### config.mk
export PLATFORM = sky130hd
export DESIGN_NAME = preemptive_priority_scheduler_unit
export DESIGN_NICKNAME = d
export VERILOG_FILES = /design/src/rtl/core/pps_pkg.sv /design/src/rtl/core/pps_ctrl.sv /design/src/rtl/core/pps_datapath.sv /design/src/rtl/core/preemptive_priority_scheduler_unit.sv
export SDC_FILE = /design/constraint.sdc
export NUM_CORES = 1
export LEC_CHECK = 0
export ABC_AREA = 0
export BUFFER_PORTS_ARGS = -buffer_cell sky130_fd_sc_hd__buf_2
export CAP_MARGIN = 20
export CELL_PAD_IN_SITES_DETAIL_PLACEMENT = 0
export CELL_PAD_IN_SITES_GLOBAL_PLACEMENT = 1
export CORE_MARGIN = 3
export CORE_UTILIZATION = 49
export CTS_BUF_LIST = sky130_fd_sc_hd__clkbuf_8
export DETAILED_ROUTE_END_ITERATION = 8
export PLACE_DENSITY_LB_ADDON = 0.12
export SYNTH_ARGS = -nofsm -noshare
export SYNTH_HDL_FRONTEND = slang
export SYNTH_SLANG_ARGS = --single-unit
### constraint.sdc
create_clock -name clk -period 6.1 [get_ports clk]
set_clock_uncertainty 0.2 [all_clocks]
set_input_delay 1.525 -clock clk [delete_from_list [all_inputs] [get_ports clk]]
set_output_delay 1.525 -clock clk [all_outputs]
set_load 0.005 [all_outputs]
### src/rtl/core/pps_pkg.sv
// ----------------------------------------------------------------------------
// pps_pkg
// Shared types and constants for the preemptive priority scheduler unit.
// ----------------------------------------------------------------------------
package pps_pkg;

  // fixed widths of the item fields
  localparam int TF_W   = 16;
  localparam int SLOT_FW = 3;
  localparam int PRIO_W = 4;

  // request codes
  localparam logic REQ_LOAD = 1'b0;
  localparam logic REQ_TICK = 1'b1;

  // one task slot as held in the slot memory
  typedef struct packed {
    logic [TF_W-1:0]   arrival;
    logic [TF_W-1:0]   burst;
    logic [TF_W-1:0]   left;
    logic [PRIO_W-1:0] prio;
  } slot_entry_t;

  typedef enum logic [2:0] {
    ST_IDLE,
    ST_LOAD,
    ST_SCAN,
    ST_DRAIN,
    ST_PICK,
    ST_EXEC
  } state_t;

  // controller to datapath
  typedef struct packed {
    logic accept;
    logic load;
    logic scan;
    logic pick;
    logic exec;
  } ctrl_cmd_t;

  // datapath to controller
  typedef struct packed {
    logic scan_last;
  } dp_status_t;

endpackage

### src/rtl/core/pps_ctrl.sv
// ----------------------------------------------------------------------------
// pps_ctrl
// Sequencer for load and tick items: load, slot scan, drain, pick, execute.
// ----------------------------------------------------------------------------
module pps_ctrl (
  input  logic                clk,
  input  logic                rst,
  input  logic                start,
  input  logic                req_type,
  input  pps_pkg::dp_status_t status,
  output pps_pkg::ctrl_cmd_t  cmd,
  output logic                busy
);

  pps_pkg::state_t state;
  pps_pkg::state_t state_next;

  always_ff @(posedge clk) begin
    if (rst) begin
      state <= pps_pkg::ST_IDLE;
    end else begin
      state <= state_next;
    end
  end

  always_comb begin
    state_next = state;
    case (state)
      pps_pkg::ST_IDLE: begin
        if (start) begin
          state_next = (req_type == pps_pkg::REQ_LOAD) ? pps_pkg::ST_LOAD : pps_pkg::ST_SCAN;
        end
      end
      pps_pkg::ST_LOAD:  state_next = pps_pkg::ST_IDLE;
      pps_pkg::ST_SCAN: begin
        if (status.scan_last) begin
          state_next = pps_pkg::ST_DRAIN;
        end
      end
      pps_pkg::ST_DRAIN: state_next = pps_pkg::ST_PICK;
      pps_pkg::ST_PICK:  state_next = pps_pkg::ST_EXEC;
      pps_pkg::ST_EXEC:  state_next = pps_pkg::ST_IDLE;
      default:           state_next = pps_pkg::ST_IDLE;
    endcase
  end

  always_comb begin
    cmd  = '0;
    busy = 1'b1;
    case (state)
      pps_pkg::ST_IDLE: begin
        busy       = 1'b0;
        cmd.accept = start;
      end
      pps_pkg::ST_LOAD:  cmd.load = 1'b1;
      pps_pkg::ST_SCAN:  cmd.scan = 1'b1;
      pps_pkg::ST_DRAIN: cmd      = '0;
      pps_pkg::ST_PICK:  cmd.pick = 1'b1;
      pps_pkg::ST_EXEC:  cmd.exec = 1'b1;
      default:           cmd      = '0;
    endcase
  end

endmodule

### src/rtl/core/pps_datapath.sv
// ----------------------------------------------------------------------------
// pps_datapath
// Slot memory, slot flags, running-task registers, scan comparator and
// result registers of the scheduler.
// ----------------------------------------------------------------------------
module pps_datapath #(
  parameter int NUM_SLOTS = 8,
  parameter int TIME_BITS = 16
) (
  input  logic                                clk,
  input  logic                                rst,
  input  pps_pkg::ctrl_cmd_t                  cmd,
  output pps_pkg::dp_status_t                 status,
  input  logic [pps_pkg::SLOT_FW-1:0]         slot,
  input  logic [pps_pkg::TF_W-1:0]            arrival,
  input  logic [pps_pkg::TF_W-1:0]            burst,
  input  logic [pps_pkg::PRIO_W-1:0]          prio_level,
  output logic                                done,
  output logic                                ran,
  output logic [pps_pkg::SLOT_FW-1:0]         run_slot,
  output logic                                preempted,
  output logic                                first_run,
  output logic [pps_pkg::TF_W-1:0]            response,
  output logic                                finished,
  output logic [pps_pkg::TF_W-1:0]            turnaround,
  output logic [pps_pkg::TF_W-1:0]            waiting,
  output logic                                all_done,
  output logic [pps_pkg::TF_W-1:0]            time_now
);

  localparam int SLOT_W = $clog2(NUM_SLOTS);
  localparam int EXT_W  = ((TIME_BITS > pps_pkg::TF_W) ? TIME_BITS : pps_pkg::TF_W) + 1;

  // slot memory and per-slot flags
  pps_pkg::slot_entry_t mem [NUM_SLOTS];
  pps_pkg::slot_entry_t rd_data;
  logic [SLOT_W-1:0]    rd_addr;
  logic [SLOT_W-1:0]    rd_slot;
  logic                 rd_scan;

  logic [NUM_SLOTS-1:0] slot_loaded;
  logic [NUM_SLOTS-1:0] slot_done;
  logic [NUM_SLOTS-1:0] slot_started;

  // latched request
  logic [pps_pkg::SLOT_FW-1:0] req_slot;
  logic [pps_pkg::TF_W-1:0]    req_arrival;
  logic [pps_pkg::TF_W-1:0]    req_burst;
  logic [pps_pkg::PRIO_W-1:0]  req_prio;

  // running task
  logic                        active_valid;
  logic [SLOT_W-1:0]           active_slot;
  logic [pps_pkg::PRIO_W-1:0]  active_prio;
  logic [pps_pkg::TF_W-1:0]    active_arr;

  // scan state
  logic [SLOT_W-1:0]           scan_cnt;
  logic                        best_found;
  logic [SLOT_W-1:0]           best_slot;
  logic [pps_pkg::PRIO_W-1:0]  best_prio;
  logic [pps_pkg::TF_W-1:0]    best_arr;

  logic [TIME_BITS-1:0]        clock_time;
  logic [TIME_BITS-1:0]        time_inc;
  logic                        preempt_q;
  logic [pps_pkg::TF_W-1:0]    resp_q;
  logic [EXT_W-1:0]            ta_q;

  // load
  logic                 ld_ok;
  logic [SLOT_W-1:0]    ld_idx;
  pps_pkg::slot_entry_t ld_entry;

  // scan compare
  logic cand_ok;
  logic cand_better;

  // pick
  logic                       pick_take;
  logic [SLOT_W-1:0]          new_slot;
  logic [pps_pkg::TF_W-1:0]   new_arr;
  logic [EXT_W-1:0]           resp_diff;
  logic [EXT_W-1:0]           ta_diff;

  // execute
  logic [pps_pkg::TF_W-1:0]   left_new;
  logic                       ex_fin;
  logic                       ex_first;
  logic [EXT_W-1:0]           wait_diff;
  pps_pkg::slot_entry_t       ex_entry;

  // result next values
  logic                        ran_next;
  logic [pps_pkg::SLOT_FW-1:0] run_slot_next;
  logic                        preempted_next;
  logic                        first_run_next;
  logic [pps_pkg::TF_W-1:0]    response_next;
  logic                        finished_next;
  logic [pps_pkg::TF_W-1:0]    turnaround_next;
  logic [pps_pkg::TF_W-1:0]    waiting_next;

  assign status.scan_last = (scan_cnt == SLOT_W'(NUM_SLOTS - 1));

  // ---------------------------------------------------------------- load
  assign ld_ok  = int'(req_slot) < NUM_SLOTS;
  assign ld_idx = SLOT_W'(req_slot);
  always_comb begin
    ld_entry.arrival = req_arrival;
    ld_entry.burst   = req_burst;
    ld_entry.left    = req_burst;
    ld_entry.prio    = req_prio;
  end

  // ---------------------------------------------------------------- scan
  assign cand_ok = slot_loaded[rd_slot] && !slot_done[rd_slot] && (rd_data.left != '0) &&
                   (EXT_W'(rd_data.arrival) <= EXT_W'(clock_time));
  assign cand_better = !best_found || (rd_data.prio < best_prio) ||
                       ((rd_data.prio == best_prio) && (rd_data.arrival < best_arr));

  // ---------------------------------------------------------------- pick
  assign pick_take = best_found &&
                     (!active_valid ||
                      ((best_slot != active_slot) &&
                       ((best_prio < active_prio) ||
                        ((best_prio == active_prio) && (best_arr < active_arr)))));
  assign new_slot  = pick_take ? best_slot : active_slot;
  assign new_arr   = pick_take ? best_arr : active_arr;
  assign resp_diff = EXT_W'(clock_time) - EXT_W'(new_arr);
  assign ta_diff   = EXT_W'(time_inc) - EXT_W'(new_arr);

  // scan reads walk the slots, pick reads the task about to run
  assign rd_addr = cmd.pick ? new_slot : scan_cnt;

  // ---------------------------------------------------------------- execute
  assign left_new  = rd_data.left - pps_pkg::TF_W'(1);
  assign ex_fin    = (left_new == '0);
  assign ex_first  = !slot_started[active_slot];
  assign wait_diff = ta_q - EXT_W'(rd_data.burst);
  always_comb begin
    ex_entry      = rd_data;
    ex_entry.left = left_new;
  end

  always_comb begin
    ran_next        = 1'b0;
    run_slot_next   = '0;
    preempted_next  = 1'b0;
    first_run_next  = 1'b0;
    response_next   = '0;
    finished_next   = 1'b0;
    turnaround_next = '0;
    waiting_next    = '0;
    if (cmd.exec && active_valid) begin
      ran_next       = 1'b1;
      run_slot_next  = pps_pkg::SLOT_FW'(active_slot);
      preempted_next = preempt_q;
      first_run_next = ex_first;
      if (ex_first) begin
        response_next = resp_q;
      end
      if (ex_fin) begin
        finished_next   = 1'b1;
        turnaround_next = (ta_q[EXT_W-1:pps_pkg::TF_W] != '0) ? '1 : ta_q[pps_pkg::TF_W-1:0];
        if (ta_q > EXT_W'(rd_data.burst)) begin
          waiting_next = (wait_diff[EXT_W-1:pps_pkg::TF_W] != '0) ? '1 :
                         wait_diff[pps_pkg::TF_W-1:0];
        end
      end
    end
  end

  // ---------------------------------------------------------------- storage
  always_ff @(posedge clk) begin
    if (cmd.load && ld_ok) begin
      mem[ld_idx] <= ld_entry;
    end else if (cmd.exec && active_valid) begin
      mem[active_slot] <= ex_entry;
    end
    rd_data <= mem[rd_addr];
  end

  // payload registers
  always_ff @(posedge clk) begin
    rd_slot  <= scan_cnt;
    time_inc <= (clock_time == '1) ? clock_time : clock_time + TIME_BITS'(1);
    if (cmd.accept) begin
      req_slot    <= slot;
      req_arrival <= arrival;
      req_burst   <= burst;
      req_prio    <= prio_level;
    end
    if (rd_scan && cand_ok && cand_better) begin
      best_slot <= rd_slot;
      best_prio <= rd_data.prio;
      best_arr  <= rd_data.arrival;
    end
    if (cmd.pick) begin
      resp_q <= (resp_diff[EXT_W-1:pps_pkg::TF_W] != '0) ? '1 : resp_diff[pps_pkg::TF_W-1:0];
      ta_q   <= ta_diff;
      if (pick_take) begin
        active_prio <= best_prio;
        active_arr  <= best_arr;
      end
    end
  end

  // control state
  always_ff @(posedge clk) begin
    if (rst) begin
      slot_loaded  <= '0;
      slot_done    <= '0;
      slot_started <= '0;
      active_valid <= 1'b0;
      active_slot  <= '0;
      clock_time   <= '0;
      scan_cnt     <= '0;
      best_found   <= 1'b0;
      preempt_q    <= 1'b0;
      rd_scan      <= 1'b0;
      done         <= 1'b0;
      ran          <= 1'b0;
      run_slot     <= '0;
      preempted    <= 1'b0;
      first_run    <= 1'b0;
      response     <= '0;
      finished     <= 1'b0;
      turnaround   <= '0;
      waiting      <= '0;
    end else begin
      rd_scan <= cmd.scan;
      done    <= cmd.load || cmd.exec;
      if (cmd.load || cmd.exec) begin
        ran        <= ran_next;
        run_slot   <= run_slot_next;
        preempted  <= preempted_next;
        first_run  <= first_run_next;
        response   <= response_next;
        finished   <= finished_next;
        turnaround <= turnaround_next;
        waiting    <= waiting_next;
      end
      if (cmd.accept) begin
        scan_cnt   <= '0;
        best_found <= 1'b0;
        preempt_q  <= 1'b0;
      end
      if (cmd.scan) begin
        scan_cnt <= scan_cnt + SLOT_W'(1);
      end
      if (rd_scan && cand_ok) begin
        best_found <= 1'b1;
      end
      if (cmd.load && ld_ok) begin
        slot_loaded[ld_idx]  <= 1'b1;
        slot_started[ld_idx] <= 1'b0;
        slot_done[ld_idx]    <= (req_burst == '0);
        if (active_valid && (active_slot == ld_idx)) begin
          active_valid <= 1'b0;
        end
      end
      if (cmd.pick && pick_take) begin
        active_valid <= 1'b1;
        active_slot  <= best_slot;
        preempt_q    <= active_valid;
      end
      if (cmd.exec) begin
        clock_time <= time_inc;
        if (active_valid) begin
          slot_started[active_slot] <= 1'b1;
          if (ex_fin) begin
            slot_done[active_slot] <= 1'b1;
            active_valid           <= 1'b0;
          end
        end
      end
    end
  end

  assign all_done = (|slot_loaded) && (&(slot_done | ~slot_loaded));
  assign time_now = pps_pkg::TF_W'(clock_time);

  // the running task is always a loaded, unfinished slot
  a_active_consistent: assert property (@(posedge clk) disable iff (rst)
    active_valid |-> (slot_loaded[active_slot] && !slot_done[active_slot]))
    else $error("running task is not a loaded unfinished slot");

  // scheduler time never moves backwards
  a_time_monotonic: assert property (@(posedge clk) disable iff (rst)
    !$past(rst) |-> (clock_time >= $past(clock_time)))
    else $error("scheduler time decreased");

endmodule

### src/rtl/core/preemptive_priority_scheduler_unit.sv
// ----------------------------------------------------------------------------
// preemptive_priority_scheduler_unit
// Preemptive priority scheduler over a table of task slots: load and tick items.
// ----------------------------------------------------------------------------
// sequence: a load result strobes after the load state, a tick result after the slot
// scan and the drain, pick and execute states; the scan makes one memory read a cycle
// items: a new item is accepted only while idle, so one item finishes before the next starts
// reset: synchronous rst clears all slot flags, the running task and the time
// results are strobed on done for one cycle and cannot be held off
module preemptive_priority_scheduler_unit #(
  parameter int NUM_SLOTS = 8,
  parameter int TIME_BITS = 16
) (
  input  logic                        clk,
  input  logic                        rst,
  input  logic                        start,
  output logic                        busy,
  input  logic                        req_type,
  input  logic [pps_pkg::SLOT_FW-1:0] slot,
  input  logic [pps_pkg::TF_W-1:0]    arrival,
  input  logic [pps_pkg::TF_W-1:0]    burst,
  input  logic [pps_pkg::PRIO_W-1:0]  prio_level,
  output logic                        done,
  output logic                        ran,
  output logic [pps_pkg::SLOT_FW-1:0] run_slot,
  output logic                        preempted,
  output logic                        first_run,
  output logic [pps_pkg::TF_W-1:0]    response,
  output logic                        finished,
  output logic [pps_pkg::TF_W-1:0]    turnaround,
  output logic [pps_pkg::TF_W-1:0]    waiting,
  output logic                        all_done,
  output logic [pps_pkg::TF_W-1:0]    time_now
);

  pps_pkg::ctrl_cmd_t  cmd;
  pps_pkg::dp_status_t status;

  pps_ctrl u_ctrl (
    .clk      (clk),
    .rst      (rst),
    .start    (start),
    .req_type (req_type),
    .status   (status),
    .cmd      (cmd),
    .busy     (busy)
  );

  pps_datapath #(
    .NUM_SLOTS (NUM_SLOTS),
    .TIME_BITS (TIME_BITS)
  ) u_datapath (
    .clk        (clk),
    .rst        (rst),
    .cmd        (cmd),
    .status     (status),
    .slot       (slot),
    .arrival    (arrival),
    .burst      (burst),
    .prio_level (prio_level),
    .done       (done),
    .ran        (ran),
    .run_slot   (run_slot),
    .preempted  (preempted),
    .first_run  (first_run),
    .response   (response),
    .finished   (finished),
    .turnaround (turnaround),
    .waiting    (waiting),
    .all_done   (all_done),
    .time_now   (time_now)
  );

  // one result per item, so strobes never come back to back
  a_single_strobe: assert property (@(posedge clk) disable iff (rst)
    done |=> !done)
    else $error("result strobe held for two cycles");

  // task flags only come with a task that ran
  a_flags_need_run: assert property (@(posedge clk) disable iff (rst)
    (done && (finished || first_run || preempted)) |-> ran)
    else $error("task flag set on a result with no task run");

  // the unit is free again when its result is shown
  a_idle_at_result: assert property (@(posedge clk) disable iff (rst)
    done |-> !busy)
    else $error("busy while a result is strobed");

endmodule

=== Word-level counts from Yosys, hierarchy flattened ===
Memory sizes are Yosys's and may differ from the RTL's. A register that Yosys moved wholly into a read port is not among the register bits.
Cells that the tools add are included.

* Bits in registers: 243
* Memory bits (writable): 416
* Input port bits: 43
* Output and inout port bits: 74
* Word-level logic and storage cells: 174
* Memories: 1

* $add $sub $neg: 6
* Magnitude comparators: 11
* Equality and inequality tests: 13
* Muxes and demuxes: 67
* Bitwise operators: 7
* Reduce and logical (&&, ||, !) cells: 36

{| class="wikitable"
|+ Memory list
! name !! depth !! width !! rd ports !! clocked after memory_dff !! write ports !! RTL line !! source
|-
| u_datapath.mem || 8 || 52 || 1 || 1 || 1 || pps_datapath.sv:35 || <nowiki>pps_pkg::slot_entry_t mem [NUM_SLOTS];</nowiki>
|}

{| class="wikitable"
|+ Operators with widths
! operator !! number
|-
| 2-to-1 mux 16 bit || 11
|-
| 2-to-1 mux 8 bit || 9
|-
| 2-to-1 mux 52 bit || 1
|-
| OR reduction 52 bit || 1
|-
| subtractor 16 x 16 -> 17 bit || 2
|-
| logical NOT 16 bit || 2
|-
| less-than comparator 16 bit || 2
|-
| bitwise OR 8 bit || 4
|-
| 2-to-1 mux 1 bit || 30
|-
| 2-to-1 mux 3 bit || 8
|-
| greater-than comparator 17 x 16 -> 1 bit || 1
|-
| subtractor 17 x 16 -> 17 bit || 1
|-
| adder 16 x 1 -> 16 bit (second input constant) || 1
|-
| equality test 16 bit (second input constant) || 1
|-
| less-or-equal comparator 16 bit || 1
|-
| NOT 8 bit || 2
|-
| nonzero test 16 bit || 1
|-
| subtractor 16 x 1 -> 16 bit (second input constant) || 1
|-
| logical AND 1 bit || 15
|-
| less-than comparator 3 x 4 -> 1 bit (second input constant) || 3
|-
| case mux 3 bit (4 select lines) || 1
|-
| binary-select mux 1 bit (select 3 bit) || 3
|-
| equality test 3 bit (second input constant) || 3
|-
| AND 8 bit || 1
|-
| 19 further kinds || 35
|}

=== Longest topological paths before layout ===
* Depth after elaboration: 11
* Gate-level depth with buffers: 23
* Mapped depth without buffers: 21

=== Modules after synthesis ===
From an unflattened synthesis, not the netlist that was laid out.

* Cell total of the unflattened synthesis: 2164
* Area, all modules: 30410.4 um^2

{| class="wikitable"
|+ By module, submodules not included
! module !! instances !! cells an instance !! area each (um^2) !! seq. area each (um^2)
|-
| pps_datapath || 1 || 2141 || 30205.2 || 19488.7
|-
| pps_ctrl || 1 || 23 || 205.2 || 60.1
|}

=== Worst setup path before layout ===
No wires, ideal clock.

* Path type: reg2reg
* Start point: reg u_ctrl.state[2]
* End point: reg u_datapath.ex_entry[0] (netlist name)
* Library setup time: 0.124 ns
* Arrival: 6.147 ns
* Required time: 5.776 ns
* Slack: -0.371 ns
* Cell stages (with the launch flop): 9
* Buffers on the path: 3
* Clock period less this slack: 6.471 ns
* Cells stage by stage: dfxtp_1 > clkbuf_1 > inv_1 > nor3_1 > a21oi_1 > buf_2 > buf_2 > mux4_2 > mux2_2

* Word-level cells in the longest chain between the ends: 3

{| class="wikitable"
|+ RTL lines
! item !! RTL line !! source
|-
| start: declaration || pps_ctrl.sv:15 || <nowiki>pps_pkg::state_t state;</nowiki>
|-
| start signal: assignment || pps_ctrl.sv:20 || <nowiki>state <= pps_pkg::ST_IDLE;</nowiki>
|-
| start signal: assignment || pps_ctrl.sv:22 || <nowiki>state <= state_next;</nowiki>
|-
| equality test 3 bit || pps_ctrl.sv:50 || <nowiki>case (state)</nowiki>
|-
| 2-to-1 mux 1 bit || pps_ctrl.sv:50 ||
|-
| 2-to-1 mux 3 bit || pps_datapath.sv:133 || <nowiki>assign rd_addr = cmd.pick ? new_slot : scan_cnt;</nowiki>
|}

Every way passes these cells.
A chain may end at the register's enable or synchronous reset.

=== Worst setup path in the final report ===
* Start point: reg u_datapath.best_arr[9] in the netlist's numbering
* End point: reg u_datapath.ta_q[14] (data pin)

* Word-level cells in the longest chain between the ends: 8

{| class="wikitable"
|+ RTL lines
! item !! RTL line !! source
|-
| start: declaration || pps_datapath.sv:62 || <nowiki>logic [pps_pkg::TF_W-1:0] best_arr;</nowiki>
|-
| start signal: assignment || pps_datapath.sv:196 || <nowiki>best_arr <= rd_data.arrival;</nowiki>
|-
| less-than comparator 16 bit || pps_datapath.sv:126 || <nowiki>((best_prio == active_prio) && (best_arr < active_arr)))));</nowiki>
|-
| logical AND 1 bit || pps_datapath.sv:126 ||
|-
| logical OR 1 bit || pps_datapath.sv:125 || <nowiki>((best_prio < active_prio) ||</nowiki>
|-
| logical AND 1 bit || pps_datapath.sv:124 || <nowiki>((best_slot != active_slot) &&</nowiki>
|-
| logical OR 1 bit || pps_datapath.sv:123 || <nowiki>(!active_valid ||</nowiki>
|-
| logical AND 1 bit || pps_datapath.sv:122 || <nowiki>assign pick_take = best_found &&</nowiki>
|-
| 2-to-1 mux 16 bit || pps_datapath.sv:128 || <nowiki>assign new_arr = pick_take ? best_arr : active_arr;</nowiki>
|-
| via u_datapath.new_arr (one bit) || pps_datapath.sv:82 || <nowiki>logic [pps_pkg::TF_W-1:0] new_arr;</nowiki>
|-
| subtractor 16 x 16 -> 17 bit || pps_datapath.sv:130 || <nowiki>assign ta_diff = EXT_W'(time_inc) - EXT_W'(new_arr);</nowiki>
|-
| via u_datapath.ta_diff[14] || pps_datapath.sv:84 || <nowiki>logic [EXT_W-1:0] ta_diff;</nowiki>
|-
| end signal: assignment || pps_datapath.sv:200 || <nowiki>ta_q <= ta_diff;</nowiki>
|-
| end: declaration || pps_datapath.sv:68 || <nowiki>logic [EXT_W-1:0] ta_q;</nowiki>
|}

The timed path passes the listed nets, and every way through them passes these cells.

==> flow_summary.json <==
{
  "clk_pin_slew_ns": 0.06,
  "timing.max_cap.violations": 0,
  "grt_pass1_wl_um": 111000,
  "die_h_um": 254.8,
  "vias": 18340,
  "peakVddDrop_mv": 0.1957,
  "start_util": 0.4989,
  "synth_top_area_frac": 0.5256,
  "p_switching_w": 0.002271,
  "avgSynthCellArea_um2": 13.86,
  "die_w_um": 254.8,
  "wl_um": 72210,
  "reg2reg_slack_ns": 0.58,
  "cts_buffers": 115,
  "worst_slew_pin_slew_ns": 1.038,
  "clockBufferDepth": 3,
  "power_density_mw_per_mm2": 294.9,
  "grt.overflow.total": 0,
  "dr.pass1.iters": 5,
  "cts_sinks": 711,
  "yosys_warnings": 0,
  "ant_nets": 0,
  "status": "finished, final reports clean",
  "grt_pass1_vias": 18636,
  "synthDistinctLibCells": 81,
  "startpoint_type": "flip-flop",
  "rsz0062_at_grt": "no",
  "finalSetupViolations": 0,
  "synth.most_common_cell": "edfxtp_1",
  "area_growth_pct": 13.31,
  "cts.repair.resized": 0,
  "via_per_inst": 5.655,
  "antenna_found_initial": 3,
  "place_hpwl_um": 47060,
  "worst_setup_path_end_kind": "flip-flop",
  "insertion_delay_ns": 0.71,
  "clkPwrFrac": 0.419,
  "drc": 0,
  "tritoncts": "built",
  "nets": 2498,
  "setup_tns_ns": 0,
  "drt_iter0_drc": 1313,
  "crit_fanout": 5,
  "num_rows": 90,
  "io_buffers": 116,
  "synth-edff-count": 531,
  "min_path_type": "reg2reg",
  "synth_ff_type": "edfxtp_1",
  "io-pin-count": 117,
  "synth.area.top_cells": "edfxtp_1 53%, dfxtp_1 12%, mux4_2 7.9%, ha_1 3.8%, nand2_1 2.9%",
  "top_register": "u_datapath.mem",
  "synthArstFlopShare": 0,
  "track_usage": 0.2265,
  "slew-limit-headroom": 0.3064,
  "fmax_mhz": 181.2,
  "worstPathArrival_ns": 5.77,
  "syn_area_mm2": 0.03034,
  "critPathRequiredTime_ns": 6.35,
  "syn_nets": 2327,
  "drive_gt1_frac": 0.2154,
  "yosysTopAreaCell": "edfxtp_1",
  "hold_viol": 0,
  "syn_inst": 2188,
  "p_total_w": 0.01014,
  "yosysSeqAreaShare": 0.6444,
  "cts-root-buf": "clkbuf_8",
  "p_comb_frac": 0.051,
  "worstSetupPathType": "reg2reg",
  "cts_htree_levels": 3,
  "cellLeakagePower_nw": 12.41,
  "post_cts_buffers": 0,
  "slew_violations": 0,
  "yosys-top-cells-count": "531 x edfxtp_1, 232 x nand2_1, 180 x dfxtp_1",
  "internal-power_w": 0.007864,
  "grt_max_degree": 75,
  "die_area_mm2": 0.06493,
  "cts_hold_buffers": 0,
  "ys_ff_latch": 711,
  "fin_crit_sh": 0.9050,
  "netSwitchingFraction": 0.2241,
  "fillCellCount": 4929,
  "min_period_ns": 5.520,
  "largest_reg_flops": 416,
  "core_area_mm2": 0.06081,
  "wl_per_cell_um": 22.27,
  "pwr-share-seq": 0.530,
  "gp_congestion": 0.8683
}
## stage by stage
| stage | cells | setup slack (ns) | utilization | instance area [um2] | hold slack [ns] |
|---|---|---|---|---|---|
| 6_report | 3243 | 0.5798 | 0.5652 | 34370 | 0.2016 |
| 5_1_grt | 3243 | 0.1538 | 0.5652 | 34370 | 0.2020 |
| 4_1_cts | 3240 | 0.6706 | 0.5650 | 34350 | 0.1999 |
| 3_5_place_dp | 3022 | 0.6652 | 0.5252 | 31940 | 0.1868 |
| 3_3_place_gp | 3022 | 0.7833 | 0.5252 | 31940 | 0.1903 |
| 2_1_floorplan | 2188 | 0.6773 | - | 30340 | 0.1674 |
## cell usage in the layout (no fill, tap or decap), types with 22 or more instances in the layout
master / n
edfxtp_1: 531
nand2_1: 231
dfxtp_1: 180
inv_1: 164
clkbuf_8: 124
a21oi_1: 122
buf_2: 115
nor2_1: 107
mux4_2: 106
o21ai_0: 99
ha_1: 93
xnor2_1: 57
mux2_2: 53
buf_4: 36
a22oi_1: 27
nand3_1: 25
nor3_1: 23
nor4_1: 23
xor2_1: 22
## layout make-up
cell class,count,area [um2],share of cell area
diodes,1,2.502,0.00007280
clock buffers,124,1707,0.04965
clock inverters,94,711.9,0.02071
inverters,123,461.7,0.01343
multi-input cells,1251,10020,0.2915
flip-flops and latches,711,19550,0.5687
well taps,782,978.4,0.02847
repair buffers,157,940.9,0.02737
## power by group through the flow
stage                     registers, W  logic, W  clock network [W]
after floorplan                0.00543  0.000369                  0
after global placement         0.00547  0.000508                  0
after detailed placement       0.00547  0.000521                  0
after CTS                      0.00537  0.000523            0.00436
after global routing           0.00538  0.000578            0.00457
final                          0.00537  0.000517            0.00425
## critical path: stages, from the launching register on
cell,delay (ns)
edfxtp_1,0.43
ha_1,0.33
a21oi_1,0.13
o21ai_0,0.11
a221oi_1,0.53
o211ai_1,0.29
nand2_1,0.25
mux2_2,0.40
ha_1,0.22
fa_1,0.42
inv_1,0.07
a21oi_1,0.06
o21bai_1,0.33
o21ai_0,0.19
a311oi_1,0.28
o22ai_1,0.12
a31oi_1,0.22
a2bb2oi_1,0.43
or3_1,0.18
nand4_1,0.07
## cell families after synthesis
kind of cell             share of synthesized area
flip-flops                                  0.6444
AND/OR/NAND/NOR                            0.07762
multiplexers                                0.1056
buffers and inverters                      0.02957
adder cells (fa/ha/maj)                    0.04174
XOR/XNOR                                   0.02281
AO/OA/AOI/OAI                              0.07820
## final timing paths
check / startpoint / cells past startpoint / to
max: u_datapath.best_arr[9] / 19 / u_datapath.ta_q[14]
min: u_datapath.scan_cnt[1] / 0 / u_datapath.rd_slot[1]
max reg2reg: u_datapath.best_arr[9] / 19 / u_datapath.ta_q[14]
min reg2reg: u_datapath.scan_cnt[1] / 0 / u_datapath.rd_slot[1]
## per-layer routing
| layer | wire, um | vias up | part of all wire | global-route usage |
|---|---|---|---|---|
| li1 | - | 8532 | - | - |
| met1 | 33320 | 9261 | 0.46 | 0.3217 |
| met2 | 34490 | 457 | 0.48 | 0.3700 |
| met3 | 3091 | 90 | 0.043 | 0.03577 |
| met4 | 1307 | 0 | 0.018 | 0.05636 |
| met5 | 0 | - | 0 | 0 |
Note: power is estimated with default switching activity, not from simulation.
